`src/rtl/psbd_pkg.sv`:
```
// Package with the constants, types and helpers of the bit deframer.
`timescale 1ns / 1ps
`default_nettype none
package psbd_pkg;

	localparam int MAX_FRAME_BITS = 1024;
	localparam int FIDX_W = $clog2(MAX_FRAME_BITS);
	localparam int INDEX_W = 10;
	localparam int FLIPS_W = 4;
	localparam int ZRUN_W = 4;
	localparam int CAUSE_W = 2;

	localparam logic [ZRUN_W-1:0] ZERO_RUN_END = ZRUN_W'(8);
	localparam logic [2:0] INDEX_ALIGN_MASK = 3'h7;
	localparam logic [FLIPS_W-1:0] RESET_FLIPS = FLIPS_W'(4);
	localparam logic [FIDX_W-1:0] LAST_FRAME_IDX = FIDX_W'(MAX_FRAME_BITS - 1);

	localparam logic [CAUSE_W-1:0] CAUSE_NONE = 2'd0;
	localparam logic [CAUSE_W-1:0] CAUSE_ZERO_RUN = 2'd1;
	localparam logic [CAUSE_W-1:0] CAUSE_BUF_FULL = 2'd2;

	typedef struct packed {
		logic                emit;
		logic                data_bit;
		logic [INDEX_W-1:0]  bit_index;
		logic                last;
		logic [CAUSE_W-1:0]  end_cause;
	} psbd_result_t;

	// Reports the low INDEX_W bits of the frame position on the output port; they hold the whole position.
	function automatic logic [INDEX_W-1:0] to_bit_index(input logic [FIDX_W-1:0] idx);
		logic [31:0] wide;
		wide = 32'(idx);
		return wide[INDEX_W-1:0];
	endfunction

endpackage
`default_nettype wire

```
`src/rtl/psbd_core.sv`:
```
// Hunting and framing state of the deframer, updated once per bit.
`timescale 1ns / 1ps
`default_nettype none
module psbd_core (
	input  wire logic                          clk,
	input  wire logic                          arst_n,
	input  wire logic                          step,
	input  wire logic                          bit_in,
	input  wire logic [psbd_pkg::FLIPS_W-1:0]  preamble_flips,
	output psbd_pkg::psbd_result_t             res
);
	import psbd_pkg::*;

	logic                receiving_q, receiving_d;
	logic [FLIPS_W-1:0]  flip_count_q, flip_count_d;
	logic                prev_bit_q, prev_bit_d;
	logic [FIDX_W-1:0]   frame_idx_q, frame_idx_d;
	logic [ZRUN_W-1:0]   zero_run_q, zero_run_d;
	logic [ZRUN_W-1:0]   zrun_upd;
	logic [CAUSE_W-1:0]  cause;

	always_comb begin
		receiving_d = receiving_q;
		flip_count_d = flip_count_q;
		prev_bit_d = prev_bit_q;
		frame_idx_d = frame_idx_q;
		zero_run_d = zero_run_q;
		res = '0;
		cause = CAUSE_NONE;
		if (bit_in) begin
			zrun_upd = '0;
		end else if (zero_run_q < ZERO_RUN_END) begin
			zrun_upd = zero_run_q + ZRUN_W'(1);
		end else begin
			zrun_upd = zero_run_q;
		end
		if (step) begin
			if (!receiving_q) begin
				if (flip_count_q == '0 && bit_in && prev_bit_q) begin
					// Start pair of ones: the start bit itself is dropped.
					receiving_d = 1'b1;
					frame_idx_d = '0;
					zero_run_d = '0;
				end else if (flip_count_q != '0 && bit_in != prev_bit_q) begin
					flip_count_d = flip_count_q - FLIPS_W'(1);
				end else if (bit_in == prev_bit_q) begin
					flip_count_d = preamble_flips;
				end
				prev_bit_d = bit_in;
			end else begin
				if (zrun_upd >= ZERO_RUN_END &&
				    (frame_idx_q[2:0] & INDEX_ALIGN_MASK) == 3'd0) begin
					cause = CAUSE_ZERO_RUN;
				end else if (frame_idx_q == LAST_FRAME_IDX) begin
					cause = CAUSE_BUF_FULL;
				end
				res.emit = 1'b1;
				res.data_bit = bit_in;
				res.bit_index = to_bit_index(frame_idx_q);
				res.last = (cause != CAUSE_NONE);
				res.end_cause = cause;
				if (cause != CAUSE_NONE) begin
					receiving_d = 1'b0;
					frame_idx_d = '0;
					zero_run_d = '0;
				end else begin
					frame_idx_d = frame_idx_q + FIDX_W'(1);
					zero_run_d = zrun_upd;
				end
			end
		end
	end

	always_ff @(posedge clk or negedge arst_n) begin
		if (!arst_n) begin
			receiving_q <= 1'b0;
			flip_count_q <= RESET_FLIPS;
			prev_bit_q <= 1'b1;
			frame_idx_q <= '0;
			zero_run_q <= '0;
		end else begin
			receiving_q <= receiving_d;
			flip_count_q <= flip_count_d;
			prev_bit_q <= prev_bit_d;
			frame_idx_q <= frame_idx_d;
			zero_run_q <= zero_run_d;
		end
	end

endmodule
`default_nettype wire

```
`src/rtl/preamble_sync_bit_deframer.sv`:
```
// Top level of the preamble synchronized bit deframer.
`timescale 1ns / 1ps
`default_nettype none
// The block takes one decided channel bit per input item and hunts for a
// preamble of alternating bits followed by a pair of ones; after that pair it
// emits every received bit as a result item with its position in the frame,
// flags the bit that closes the frame with last, and tells in end_cause
// whether a run of eight or more zeros ending on a byte boundary or the end
// of the frame buffer closed it. Bits taken while hunting, and the start bit,
// give no result. One item is accepted in every cycle while in_ready is high;
// the bit waits in the input register while the state update computes its
// result, and the result register then loads that result. The state update
// loop in the core sets that rate. A result that waits on out_ready holds a
// full input register, and then in_ready falls: the input register keeps
// taking bits as long as it is empty or the result register is free or is
// being emptied in the same cycle. The preamble_flips register is written
// through the cfg channel, which is always ready; a write takes effect at the
// next reload of the flip counter, not on a counter already loaded.
module preamble_sync_bit_deframer (
	input  wire logic                            clk,
	input  wire logic                            arst_n,
	input  wire logic                            in_valid,
	output      logic                            in_ready,
	input  wire logic                            channel_bit,
	output      logic                            out_valid,
	input  wire logic                            out_ready,
	output      logic                            data_bit,
	output      logic [psbd_pkg::INDEX_W-1:0]    bit_index,
	output      logic                            last,
	output      logic [psbd_pkg::CAUSE_W-1:0]    end_cause,
	input  wire logic                            cfg_valid,
	output      logic                            cfg_ready,
	input  wire logic [psbd_pkg::FLIPS_W-1:0]    cfg_data
);
	import psbd_pkg::*;

	logic [FLIPS_W-1:0]  flips_q;
	logic                valid_s1;
	logic                bit_s1;
	logic                out_free;
	logic                step;
	psbd_result_t        res;
	logic                out_valid_q;
	psbd_result_t        out_q;

	// The configuration register is a plain write: nothing ever holds it off.
	assign cfg_ready = 1'b1;

	always_ff @(posedge clk or negedge arst_n) begin
		if (!arst_n) begin
			flips_q <= RESET_FLIPS;
		end else if (cfg_valid && cfg_ready) begin
			flips_q <= cfg_data;
		end
	end

	// The result register is free when empty or being taken this cycle.
	assign out_free = !out_valid_q || out_ready;
	assign step = valid_s1 && out_free;
	assign in_ready = !valid_s1 || out_free;

	always_ff @(posedge clk or negedge arst_n) begin
		if (!arst_n) begin
			valid_s1 <= 1'b0;
		end else if (in_ready) begin
			valid_s1 <= in_valid;
		end
	end

	always_ff @(posedge clk) begin
		if (in_ready) begin
			bit_s1 <= channel_bit;
		end
	end

	psbd_core u_core (
		.clk            (clk),
		.arst_n         (arst_n),
		.step           (step),
		.bit_in         (bit_s1),
		.preamble_flips (flips_q),
		.res            (res)
	);

	always_ff @(posedge clk or negedge arst_n) begin
		if (!arst_n) begin
			out_valid_q <= 1'b0;
		end else if (out_free) begin
			out_valid_q <= step && res.emit;
		end
	end

	always_ff @(posedge clk) begin
		if (out_free) begin
			out_q <= res;
		end
	end

	assign out_valid = out_valid_q;
	assign data_bit = out_q.data_bit;
	assign bit_index = out_q.bit_index;
	assign last = out_q.last;
	assign end_cause = out_q.end_cause;

endmodule
`default_nettype wire

```
`config.mk`:
```
export PLATFORM = sky130hd
export DESIGN_NAME = preamble_sync_bit_deframer
export DESIGN_NICKNAME = d
export VERILOG_FILES = /design/src/rtl/psbd_pkg.sv /design/src/rtl/psbd_core.sv /design/src/rtl/preamble_sync_bit_deframer.sv
export SDC_FILE = /design/constraint.sdc
export NUM_CORES = 1
export LEC_CHECK = 0
export BUFFER_PORTS_ARGS = -buffer_cell sky130_fd_sc_hd__buf_2
export CORE_MARGIN = 3
export CORE_UTILIZATION = 47
export DETAILED_ROUTE_END_ITERATION = 10
export GPL_ROUTABILITY_DRIVEN = 0
export PLACE_DENSITY_LB_ADDON = 0.25
export SETUP_SLACK_MARGIN = 0.4
export SLEW_MARGIN = 20
export SYNTH_ARGS = -nofsm -noshare
export SYNTH_HDL_FRONTEND = slang
export SYNTH_SLANG_ARGS = --single-unit
```
`constraint.sdc`:
```
create_clock -name clk -period 3.3 [get_ports clk]
set_clock_uncertainty 0.05 [all_clocks]
set_input_delay 0.33 -clock clk [delete_from_list [all_inputs] [get_ports clk]]
set_output_delay 0.33 -clock clk [all_outputs]
set_load 0.02 [all_outputs]
```
== Yosys cells after proc, flatten, opt, wreduce, memory -nomap -nowiden ==
Index checks and enable logic that the tools add are counted.
W data, S select, Z words.
Word-level totals
  flip-flop bits (word level): 41
  output and inout port bits: 17
  logic and storage cells: 62
Operators by class
  $add $sub $neg: 3
  magnitude comparators: 2
  equal/unequal tests: 3
  mux-type cells: 19
  bitwise logic cells: 2
  reduce and logical (&&, ||, !) cells: 20
Operators with widths (count)
  $mux W10: 3
  $mux W15: 2
  $mux W4: 7
  $add A10 B1 Y10 const B: 1
  $eq A10 B10 Y1 const B: 1
  $mux W2: 4
  $logic_and A1 B1 Y1: 6
  $reduce_and A2 Y1: 3
  $reduce_bool A2 Y1: 3
  $add A4 B1 Y4 const B: 1
  $ge A4 B4 Y1 const B: 1
  $logic_not A4 Y1: 1
  $lt A4 B4 Y1 const B: 1
  $reduce_and A4 Y1: 1
  $reduce_bool A4 Y1: 1
  $sub A4 B1 Y4 const B: 1
  $logic_not A3 Y1: 1
  $mux W1: 3
  $logic_not A1 Y1: 2
  $logic_or A1 B1 Y1: 2
  $not A1 Y1: 2
  $eq A1 B1 Y1: 1
  $ne A1 B1 Y1: 1

== Longest topological paths before layout ==
Gate-level depths: netlist (run 1).
  depth after elaboration: 12
  mapped depth: 7
  mapped depth without buffers: 6

== By module ==
From an unflattened synthesis (run 1), not the netlist that was laid out.
Unflattened totals
  cell total of the unflattened synthesis: 190
  area, all modules: 2006.9 µm²
Modules (own cells, without submodules)
  psbd_core: times used 1, cells each 156, area each 1306.3 µm², sequential area each 503.0 µm²
  preamble_sync_bit_deframer: times used 1, cells each 34, area each 700.7 µm², sequential area each 601.8 µm²

== Worst setup path after synthesis (run 1) ==
Ideal clock, no wire load.
  kind: reg-to-reg
  start: register u_core.flip_count_q[0]
  end: register u_core.frame_idx_q[8]
  arrival time: 1.871 ns
  required time: 3.168 ns
  path slack: 1.296 ns
  cell stages (with the launch flop): 7
  path buffers: 0
  cell sequence: dfrtp_1 -> inv_1 -> ha_1 -> or3b_1 -> a2111o_1 -> or3_1 -> o22ai_1
Between the ends
  word-level cells in the longest chain between the ends: 5
Ends and longest elaborated chain
  start, declared: RTL line psbd_core.sv:15  | logic [FLIPS_W-1:0] flip_count_q, flip_count_d;
  start signal, assigned: RTL line psbd_core.sv:83  | flip_count_q <= flip_count_d;
  $logic_not A4 Y1: RTL line psbd_core.sv:39  | if (flip_count_q == '0 && bit_in && prev_bit_q) begin
  $logic_and A1 B1 Y1 (2 in series): RTL line psbd_core.sv:39
  $reduce_bool A2 Y1 (no line)
  $reduce_and A2 Y1 (no line)
  end signal, assigned: RTL line psbd_core.sv:85  | frame_idx_q <= frame_idx_d;
  end, declared: RTL line psbd_core.sv:17  | logic [FIDX_W-1:0] frame_idx_q, frame_idx_d;
Every way passes these cells.
A chain may end at the register's enable or synchronous reset.

== Worst setup path after layout (run 1) ==
Same ends and word-level chain as after synthesis.

==> impl_metrics.ini, run 1 <==
[synthesis]
ys_top_cells_by_area = dfrtp_1 29%, edfxtp_1 23%, dfstp_2 4.0%
async_flop_share = 0.634
synth_most_common_cell = dfrtp_1
synthesis.area_mm2 = 0.00199
syn_area_per_cell_um2 = 10.6
synth_edf_count = 15
synth_cell_type_count = 47
yosysTopAreaCellShare = 0.289
yosys_warnings = 0
synthCells = 188
syn-num-nets = 202
synth_top_area_cell = dfrtp_1
ys_top_cells_by_count = 23 x dfrtp_1, 18 x nand2_1, 15 x edfxtp_1, 15 x nor2_1, 13 x o21ai_0
seq_area_frac_synth = 0.555
ys.flop_type = dfrtp_1
ys_seq_elements = 41

[clock_tree]
cts_root_buffer = clkbuf_8
cts_tree = built
hold_buffers = 0
cts_resized = 0
h-tree-depth = 2
cts_buffers = 5
clock_path_buffers = 2
postCtsSetupBuffers = 0
insertion_delay_ps = 290
clk_transition_reported_paths_ps = 80
cts.sinks = 41

[finish]
area_delta_synth_final_pct = 11.9
nets = 226
fillers = 345
antenna_cells = 0
drive_gt1_frac = 0.216
instances_no_fill = 263

[critical_path]
worstReg2RegStart = u_core.flip_count_q[0]
cpMaxStageDelayCell = a2111o_1
cp-startpoint = u_core.flip_count_q[0]
worstSetupPathType = reg2reg
slowest_delay_ps = 680
end_kind = flop
rr_worst_depth = 6
r2r_slack_ps = 840
cp_max_fo = 21
critPathLaunchType = flop
critPathArrivalTime_ps = 2610
cp_cell_sequence = inv_1 > ha_1 > or3b_1 > a2111o_1 > or3_1 > o22ai_1
critPathRequiredTime_ps = 3460

[power]
clkPwrFrac = 0.170
p_comb_frac = 0.353
p_leak_nw = 0.978
totalPowerFinal_w = 0.00185
switching_share = 0.398
internal_power_w = 0.00112
ir_drop_v = 0.000304
power.density_mw_per_mm2 = 832
seqPwrFrac = 0.477
p_sw_w = 0.000737

[global_routing]
grt_pass1_vias = 1505
grt-ovfl-total = 0
antenna_found_initial = 0
grt_use_total = 0.173
grt_max_degree = 27
grt_pass1_wl_um = 7000

[timing]
holdWs_ps = -9.12
rsz0062_at_grt = false
drv_slew = 0
max_freq_mhz = 407
setup_viol = 0
post-route-period-util = 0.744
max-slew-margin-rel = 0.538
fin_setup_tns_ps = 0
hold_viol = 15
finalCriticalPeriod_ps = 2460
worstMarginPinSlew_ps = 693

[worst_hold_path]
hold_path_class = in2async

[detailed_routing]
via_per_inst = 5.92
dr.first_iter.drc_count = 116
finalWirelength_um = 4110
ant_nets = 0
vias = 1558
drcViolationCount = 0
wire_per_inst_um = 15.6
dr.pass1.iters = 4

[die]
dieArea_mm2 = 0.00506
pin_count = 27
initial_core_util = 0.491
core_mm2 = 0.00406
die_h_um = 71.1
rows = 23
die_w_um = 71.1

[run_status]
status = finished, violations left
violations = hold timing

[place]
io_buffers = 25
place_hpwl_um = 2930
place_inst = 255

[job]
maxCapViolCount = 0
cells in the final DEF (no fill, tap or decap), types with 4 or more instances in the layout:
master	instances
nand3_1	7
inv_1	12
ha_1	4
and4_1	4
and3_1	7
nand2_1	18
o21ai_0	13
buf_2	25
edfxtp_1	15
nor2_1	15
dfrtp_1	23
a32o_1	4
a31oi_1	5
mux2_2	5
clkbuf_8	5
cells by family after synthesis:
logic type               share of synthesized area
adder cells (fa/ha/maj)                     0.0251
multiplexers                                0.0333
AND/OR/NAND/NOR                              0.192
XOR/XNOR                                   0.00440
AO/OA/AOI/OAI                                0.146
other                                      0.00188
buffers and inverters                       0.0433
flip-flops                                   0.555
power groups by stage:
stage                     Sequential (W)  Combinational, W  Clock, W
after floorplan                 0.000896          0.000453         0
after global placement          0.000879          0.000624         0
after CTS                       0.000880          0.000659  0.000320
final                           0.000884          0.000655  0.000315
after detailed placement        0.000889          0.000654         0
after global routing            0.000910          0.000730  0.000340
through the flow:
step	hold WS, ps	utilization	area, um2	worst slack [ps]
final	-9.12	0.549	2230	844
after global placement	312	0.529	2150	956
after detailed placement	323	0.529	2150	893
after CTS	12.0	0.549	2230	862
after global routing	29.9	0.549	2230	659
after floorplan	-15.6	-	1990	1300
layer usage:
metal	track usage	wire, um
met5	0	0
met4	0.0647	76
met3	0.0341	228
met2	0.279	2030
met1	0.230	1780
worst max-delay path: cells and delay by family, from the launching register on:
kind	cells	cell delay, ps
buf+inv	1	70
flops	1	420
simple gates	2	810
compound gates	2	830
fa+ha+maj	1	190
flip-flops by register name, summed over array words and instances (netlist names), 2 cells and up:
register,count
u_core.flip_count_q,4
flips_q,4
u_core.frame_idx_q,10
end_cause,2
bit_index,10
u_core.zero_run_q,4
layout make-up:
type	count	area (um2)	share of cell area
Clock inverter	2	10.0	0.00449
Tap cell	50	62.6	0.0281
Sequential cell	41	1100	0.496
Multi-Input combinational cell	126	801	0.359
Clock buffer	6	72.6	0.0326
Timing Repair Buffer	26	133	0.0595
Inverter	12	45.0	0.0202
final timing paths:
check / end
max: u_core.frame_idx_q[8]
min: u_core.frame_idx_q[4]
max reg2reg: u_core.frame_idx_q[8]
min reg2reg: flips_q[3]
max in group asynchronous: u_core.zero_run_q[3]
min in group clk: bit_s1
Note: power is estimated with default switching activity, not from simulation.
==> inputs of run 2 (changes only) <==
==> constraint.sdc (replaced) <==
create_clock -name clk -period 2.2 [get_ports clk]
set_clock_uncertainty 0.05 [all_clocks]
set_input_delay 0.22 -clock clk [delete_from_list [all_inputs] [get_ports clk]]
set_output_delay 0.22 -clock clk [all_outputs]
set_load 0.02 [all_outputs]
==> run 2 against run 1 <==
The flow now finishes without violations. Clock-buffer cell count unchanged. Critical endpoint unchanged. Power grew 64%. Largest cell class unchanged. Final area increased by 8.4%. Combinational power increased by 95%. Sequential share of layout area decreased by 3.9 points. First-iteration DRC count up 76%. Cell count is 4.9% higher. Sequential power grew 45%.
==> impl_metrics.ini, run 2 (same netlist as run 1, synthesis figures left out) <==
[timing]
worstMarginPinSlew_ps = 619
max_freq_mhz = 482
post-route-period-util = 0.943
fin_setup_tns_ps = 0
rsz0062_at_grt = true
max-slew-margin-rel = 0.588
setup_viol = 0
finalCriticalPeriod_ps = 2070
drv_slew = 0
hold_viol = 0

[detailed_routing]
wire_per_inst_um = 15.4
via_per_inst = 5.79
dr.pass1.iters = 5
ant_nets = 0
drcViolationCount = 0
dr.first_iter.drc_count = 204
finalWirelength_um = 4260
vias = 1599

[worst_hold_path]
hold_path_class = in2reg

[critical_path]
end_kind = flop
rr_worst_depth = 6
crit_end = u_core.frame_idx_q[8]
cp-startpoint = u_core.flip_count_q[1]
r2r-end = u_core.frame_idx_q[8]
worstReg2RegStart = u_core.flip_count_q[1]
cp_max_fo = 3
critPathArrivalTime_ps = 2240
critPathLaunchType = flop
critPathRequiredTime_ps = 2360
r2r_slack_ps = 130
worstSetupPathType = reg2reg

[clock_tree]
insertion_delay_ps = 290
clk_transition_reported_paths_ps = 80
h-tree-depth = 2
cts_root_buffer = clkbuf_8
cts_tree = built
cts.sinks = 41
cts_buffers = 5
clock_path_buffers = 2

[finish]
area_delta_synth_final_pct = 21.3
drive_gt1_frac = 0.323
regArea_mm2 = 0.00110
multi_input_area_um2 = 876
final_common_cell = buf_2
nets = 239
layout_common_cells = 25 x buf_2, 23 x dfrtp_1, 18 x nand2_1
fillers = 323
antenna_cells = 0

[global_routing]
use_met3 = 0.0398
grt_pass1_wl_um = 7310
grt_busiest_layer = met2
grt_util_met1 = 0.230
grt_use_total = 0.180
grt_max_degree = 27
grt_pass1_vias = 1575
grt-ovfl-total = 0
grtUsageMet2 = 0.294
antenna_found_initial = 0

[power]
totalPowerFinal_w = 0.00304
ir_drop_v = 0.000602
p_leak_nw = 1.05
internal_power_w = 0.00185
clkPwrFrac = 0.156
power.density_mw_per_mm2 = 1260
p_comb_frac = 0.422
p_sw_w = 0.00118
seqPwrFrac = 0.422
switching_share = 0.390

[die]
initial_core_util = 0.491
pin_count = 27
die_w_um = 71.1
rows = 23
core_mm2 = 0.00406
dieArea_mm2 = 0.00506
die_h_um = 71.1

[place]
place_hpwl_um = 2930
io_buffers = 25

[job]
maxCapViolCount = 0

[run_status]
status = finished, final reports clean
[run 2: worst min-delay path by stage]
stage	start	to	slack (ps)	cells past startpoint
6_report	channel_bit	bit_s1	50	1
5_1_grt	channel_bit	bit_s1	40	1
4_1_cts	channel_bit	bit_s1	40	1
3_5_place_dp	arst_n	u_core.frame_idx_q[5]	230	1
3_3_place_gp	arst_n	u_core.frame_idx_q[5]	210	1
2_1_floorplan	arst_n	flips_q[0]	-130	0
[run 2: final cells by class]
type	instances	share of cell area
clock buffers	6	0.0300
well taps	50	0.0259
clock inverters	2	0.00414
inverters	12	0.0186
repair buffers	39	0.102
flip-flops and latches	41	0.457
multi-input cells	126	0.363
[run 2: critical path, stage by stage (launching register included)]
cell,delay (ps)
dfrtp_1,400
inv_2,80
ha_4,130
or3b_4,370
a2111o_1,440
or3_1,350
o22ai_2,170
[run 2: timing repair]
| action | CTS | global route |
|---|---|---|
| buffers inserted | 5 | 2 |
| hold buffers | 1 | 0 |
| pin swaps | 3 | 2 |
| gates resized for setup | 8 | 12 |
| gates cloned | 0 | 0 |
| endpoints found under the hold margin | 23 | 0 |
| endpoints found under the setup margin | 18 | 29 |
[run 2: power by group through the flow]
stage	Sequential (W)	Combinational (W)	Clock, W
2_1_floorplan	0.00134	0.000689	0
6_report	0.00128	0.00128	0.000474
3_3_place_gp	0.00128	0.00105	0
5_1_grt	0.00132	0.00141	0.000524
3_5_place_dp	0.00129	0.00110	0
4_1_cts	0.00127	0.00121	0.000485
[run 2: through the flow]
step | worst slack (ps) | hold slack [ps] | util | std cells | cell area, um2
6_report | 125 | 48.6 | 0.595 | 276 | 2420
5_1_grt | 63.0 | 36.9 | 0.595 | 276 | 2420
4_1_cts | 98.3 | 39.9 | 0.580 | 274 | 2350
3_5_place_dp | 6.01 | 226 | 0.544 | 260 | 2210
3_3_place_gp | 133 | 208 | 0.544 | 260 | 2210
2_1_floorplan | 252 | -126 | - | 188 | 2000
[run 2: per-layer routing]
metal	vias up	share of wire	wire length, um
li1	767	-	-
met1	780	0.45	1920
met2	46	0.49	2070
met3	6	0.050	211
met4	0	0.014	58
met5	-	0	0
==> inputs of run 3 (changes only) <==
==> constraint.sdc (replaced) <==
create_clock -name clk -period 2.5 [get_ports clk]
set_clock_uncertainty 0.05 [all_clocks]
set_input_delay 0.25 -clock clk [delete_from_list [all_inputs] [get_ports clk]]
set_output_delay 0.25 -clock clk [all_outputs]
set_load 0.02 [all_outputs]
==> run 3 against run 2 <==
Non-clock buffer count down 4. Worst setup slack gained 220 ps. Largest cell class unchanged. Die area stayed put. Critical path type unchanged. Via count fell by 2.0%. Clock-buffer cell count is the same. Cell count decreased by 1.4%.
==> impl_metrics.ini, run 3 (same netlist as run 1, synthesis figures left out) <==
[run_status]
status = finished, final reports clean

[global_routing]
grt-ovfl-total = 0
grt_pass1_vias = 1519
antenna_found_initial = 0
grt_pass1_wl_um = 7460
grt_use_total = 0.185
grt_max_degree = 27

[critical_path]
cp.depth = 6
worstSetupPathType = reg2reg
slowest_delay_ps = 480
cp-startpoint = u_core.flip_count_q[1]
critPathArrivalTime_ps = 2320
critPathRequiredTime_ps = 2670
rr_worst_depth = 6
critPathLaunchType = flop
end_kind = flop
crit_end = u_core.frame_idx_q[8]
worstReg2RegStart = u_core.flip_count_q[1]
cp_max_fo = 4
cpMaxStageDelayCell = a2111o_1
crit_buf_inv = 1
cp_cell_sequence = inv_1 > ha_2 > or3b_4 > a2111o_1 > or3_4 > o22ai_2
r2r_slack_ps = 350
r2r-end = u_core.frame_idx_q[8]
crit_family = simple AND/OR/NAND/NOR gates

[detailed_routing]
ant_nets = 0
finalWirelength_um = 4300
wire_per_inst_um = 15.8
drcViolationCount = 0
via_per_inst = 5.76
vias = 1567
dr.first_iter.drc_count = 134
dr.pass1.iters = 4

[timing]
max_freq_mhz = 464
rsz0062_at_grt = true
post-route-period-util = 0.862
setup_viol = 0
fin_ws_ps = 346
fin_setup_tns_ps = 0
max-slew-margin-rel = 0.607
finalCriticalPeriod_ps = 2150
hold_viol = 0
holdWs_ps = 71.1
worstMarginPinSlew_ps = 589
drv_slew = 0

[clock_tree]
h-tree-depth = 2
cts_root_buffer = clkbuf_8
insertion_delay_ps = 300
cts_tree = built
cts_buffers = 5
cts.sinks = 41
clk_transition_reported_paths_ps = 80
clock_path_buffers = 2

[die]
initial_core_util = 0.491
die_w_um = 71.1
core_mm2 = 0.00406
dieArea_mm2 = 0.00506
die_h_um = 71.1
rows = 23
pin_count = 27

[worst_hold_path]
hold_path_class = in2reg

[power]
p_leak_nw = 1.06
power.density_mw_per_mm2 = 1140
ir_drop_v = 0.000533

[finish]
antenna_cells = 0
layout_common_cells = 25 x buf_2, 23 x dfrtp_1, 17 x nand2_1
drive_gt1_frac = 0.297
final_common_cell = buf_2
nets = 235
area_delta_synth_final_pct = 19.8
fillers = 332

[job]
maxCapViolCount = 0

[place]
place_hpwl_um = 2950
io_buffers = 25
pre_cts_ws_ps = 308
run 3: cell types whose count changed in the layout (fill, tap and decap cells not counted), sizes merged:
cell / before / now
buf: 38 / 34
bufinv: 0 / 1
clkinv: 2 / 1
run 3: per-stage QoR:
step	instances	area [um2]	total power (W)	utilization
6_report	272	2390	0.00272	0.588
5_1_grt	272	2390	0.00291	0.588
4_1_cts	270	2320	0.00262	0.571
3_5_place_dp	259	2180	0.00207	0.536
3_3_place_gp	259	2180	0.00203	0.536
2_1_floorplan	188	1990	0.00178	-
run 3: metal layers:
| layer | track usage | wire length, um | up-vias |
|---|---|---|---|
| li1 | - | - | 764 |
| met1 | 0.255 | 2010 | 762 |
| met2 | 0.280 | 2030 | 32 |
| met3 | 0.0540 | 190 | 9 |
| met4 | 0.0605 | 69 | 0 |
| met5 | 0 | 0 | - |
run 3: worst register-to-register path: stages (launching register included):
cell and delay, ps:
dfrtp_1 380, inv_1 70, ha_2 180, or3b_4 380, a2111o_1 480, or3_4 390
o22ai_2 150
run 3: where the power goes:
| part | leakage [nW] | internal, W | switching (W) |
|---|---|---|---|
| sequential | 0.491 | 0.000937 | 0.000215 |
| combinational | 0.516 | 0.000447 | 0.000596 |
| clock | 0.0552 | 0.000296 | 0.000228 |
run 3: worst min path at each step:
| stage | start | to | depth (start not counted) |
|---|---|---|---|
| floorplan | arst_n | flips_q[0] | 0 |
| global placement | arst_n | u_core.frame_idx_q[3] | 1 |
| detailed placement | arst_n | u_core.frame_idx_q[5] | 1 |
| CTS | channel_bit | bit_s1 | 1 |
| global route | channel_bit | bit_s1 | 1 |
| finish | channel_bit | bit_s1 | 1 |
run 3: what timing repair did:
| action | 4_1_cts | 5_1_grt |
|---|---|---|
| pin swaps | 1 | 6 |
| buffers inserted | 2 | 2 |
| hold buffers | 1 | 0 |
| gates cloned | 0 | 0 |
| endpoints found under the hold margin | 23 | 0 |
| endpoints found under the setup margin | 12 | 15 |
| resized for setup | 1 | 20 |
run 3: final cells by class:
cell class	instances	area, um2	share of cell area
Multi-Input combinational cell	126	856	0.359
Tap cell	50	62.6	0.0262
Clock inverter	2	35.0	0.0147
Inverter	12	45.0	0.0189
Sequential cell	41	1100	0.463
Clock buffer	6	72.6	0.0304
Timing Repair Buffer	35	210	0.0881
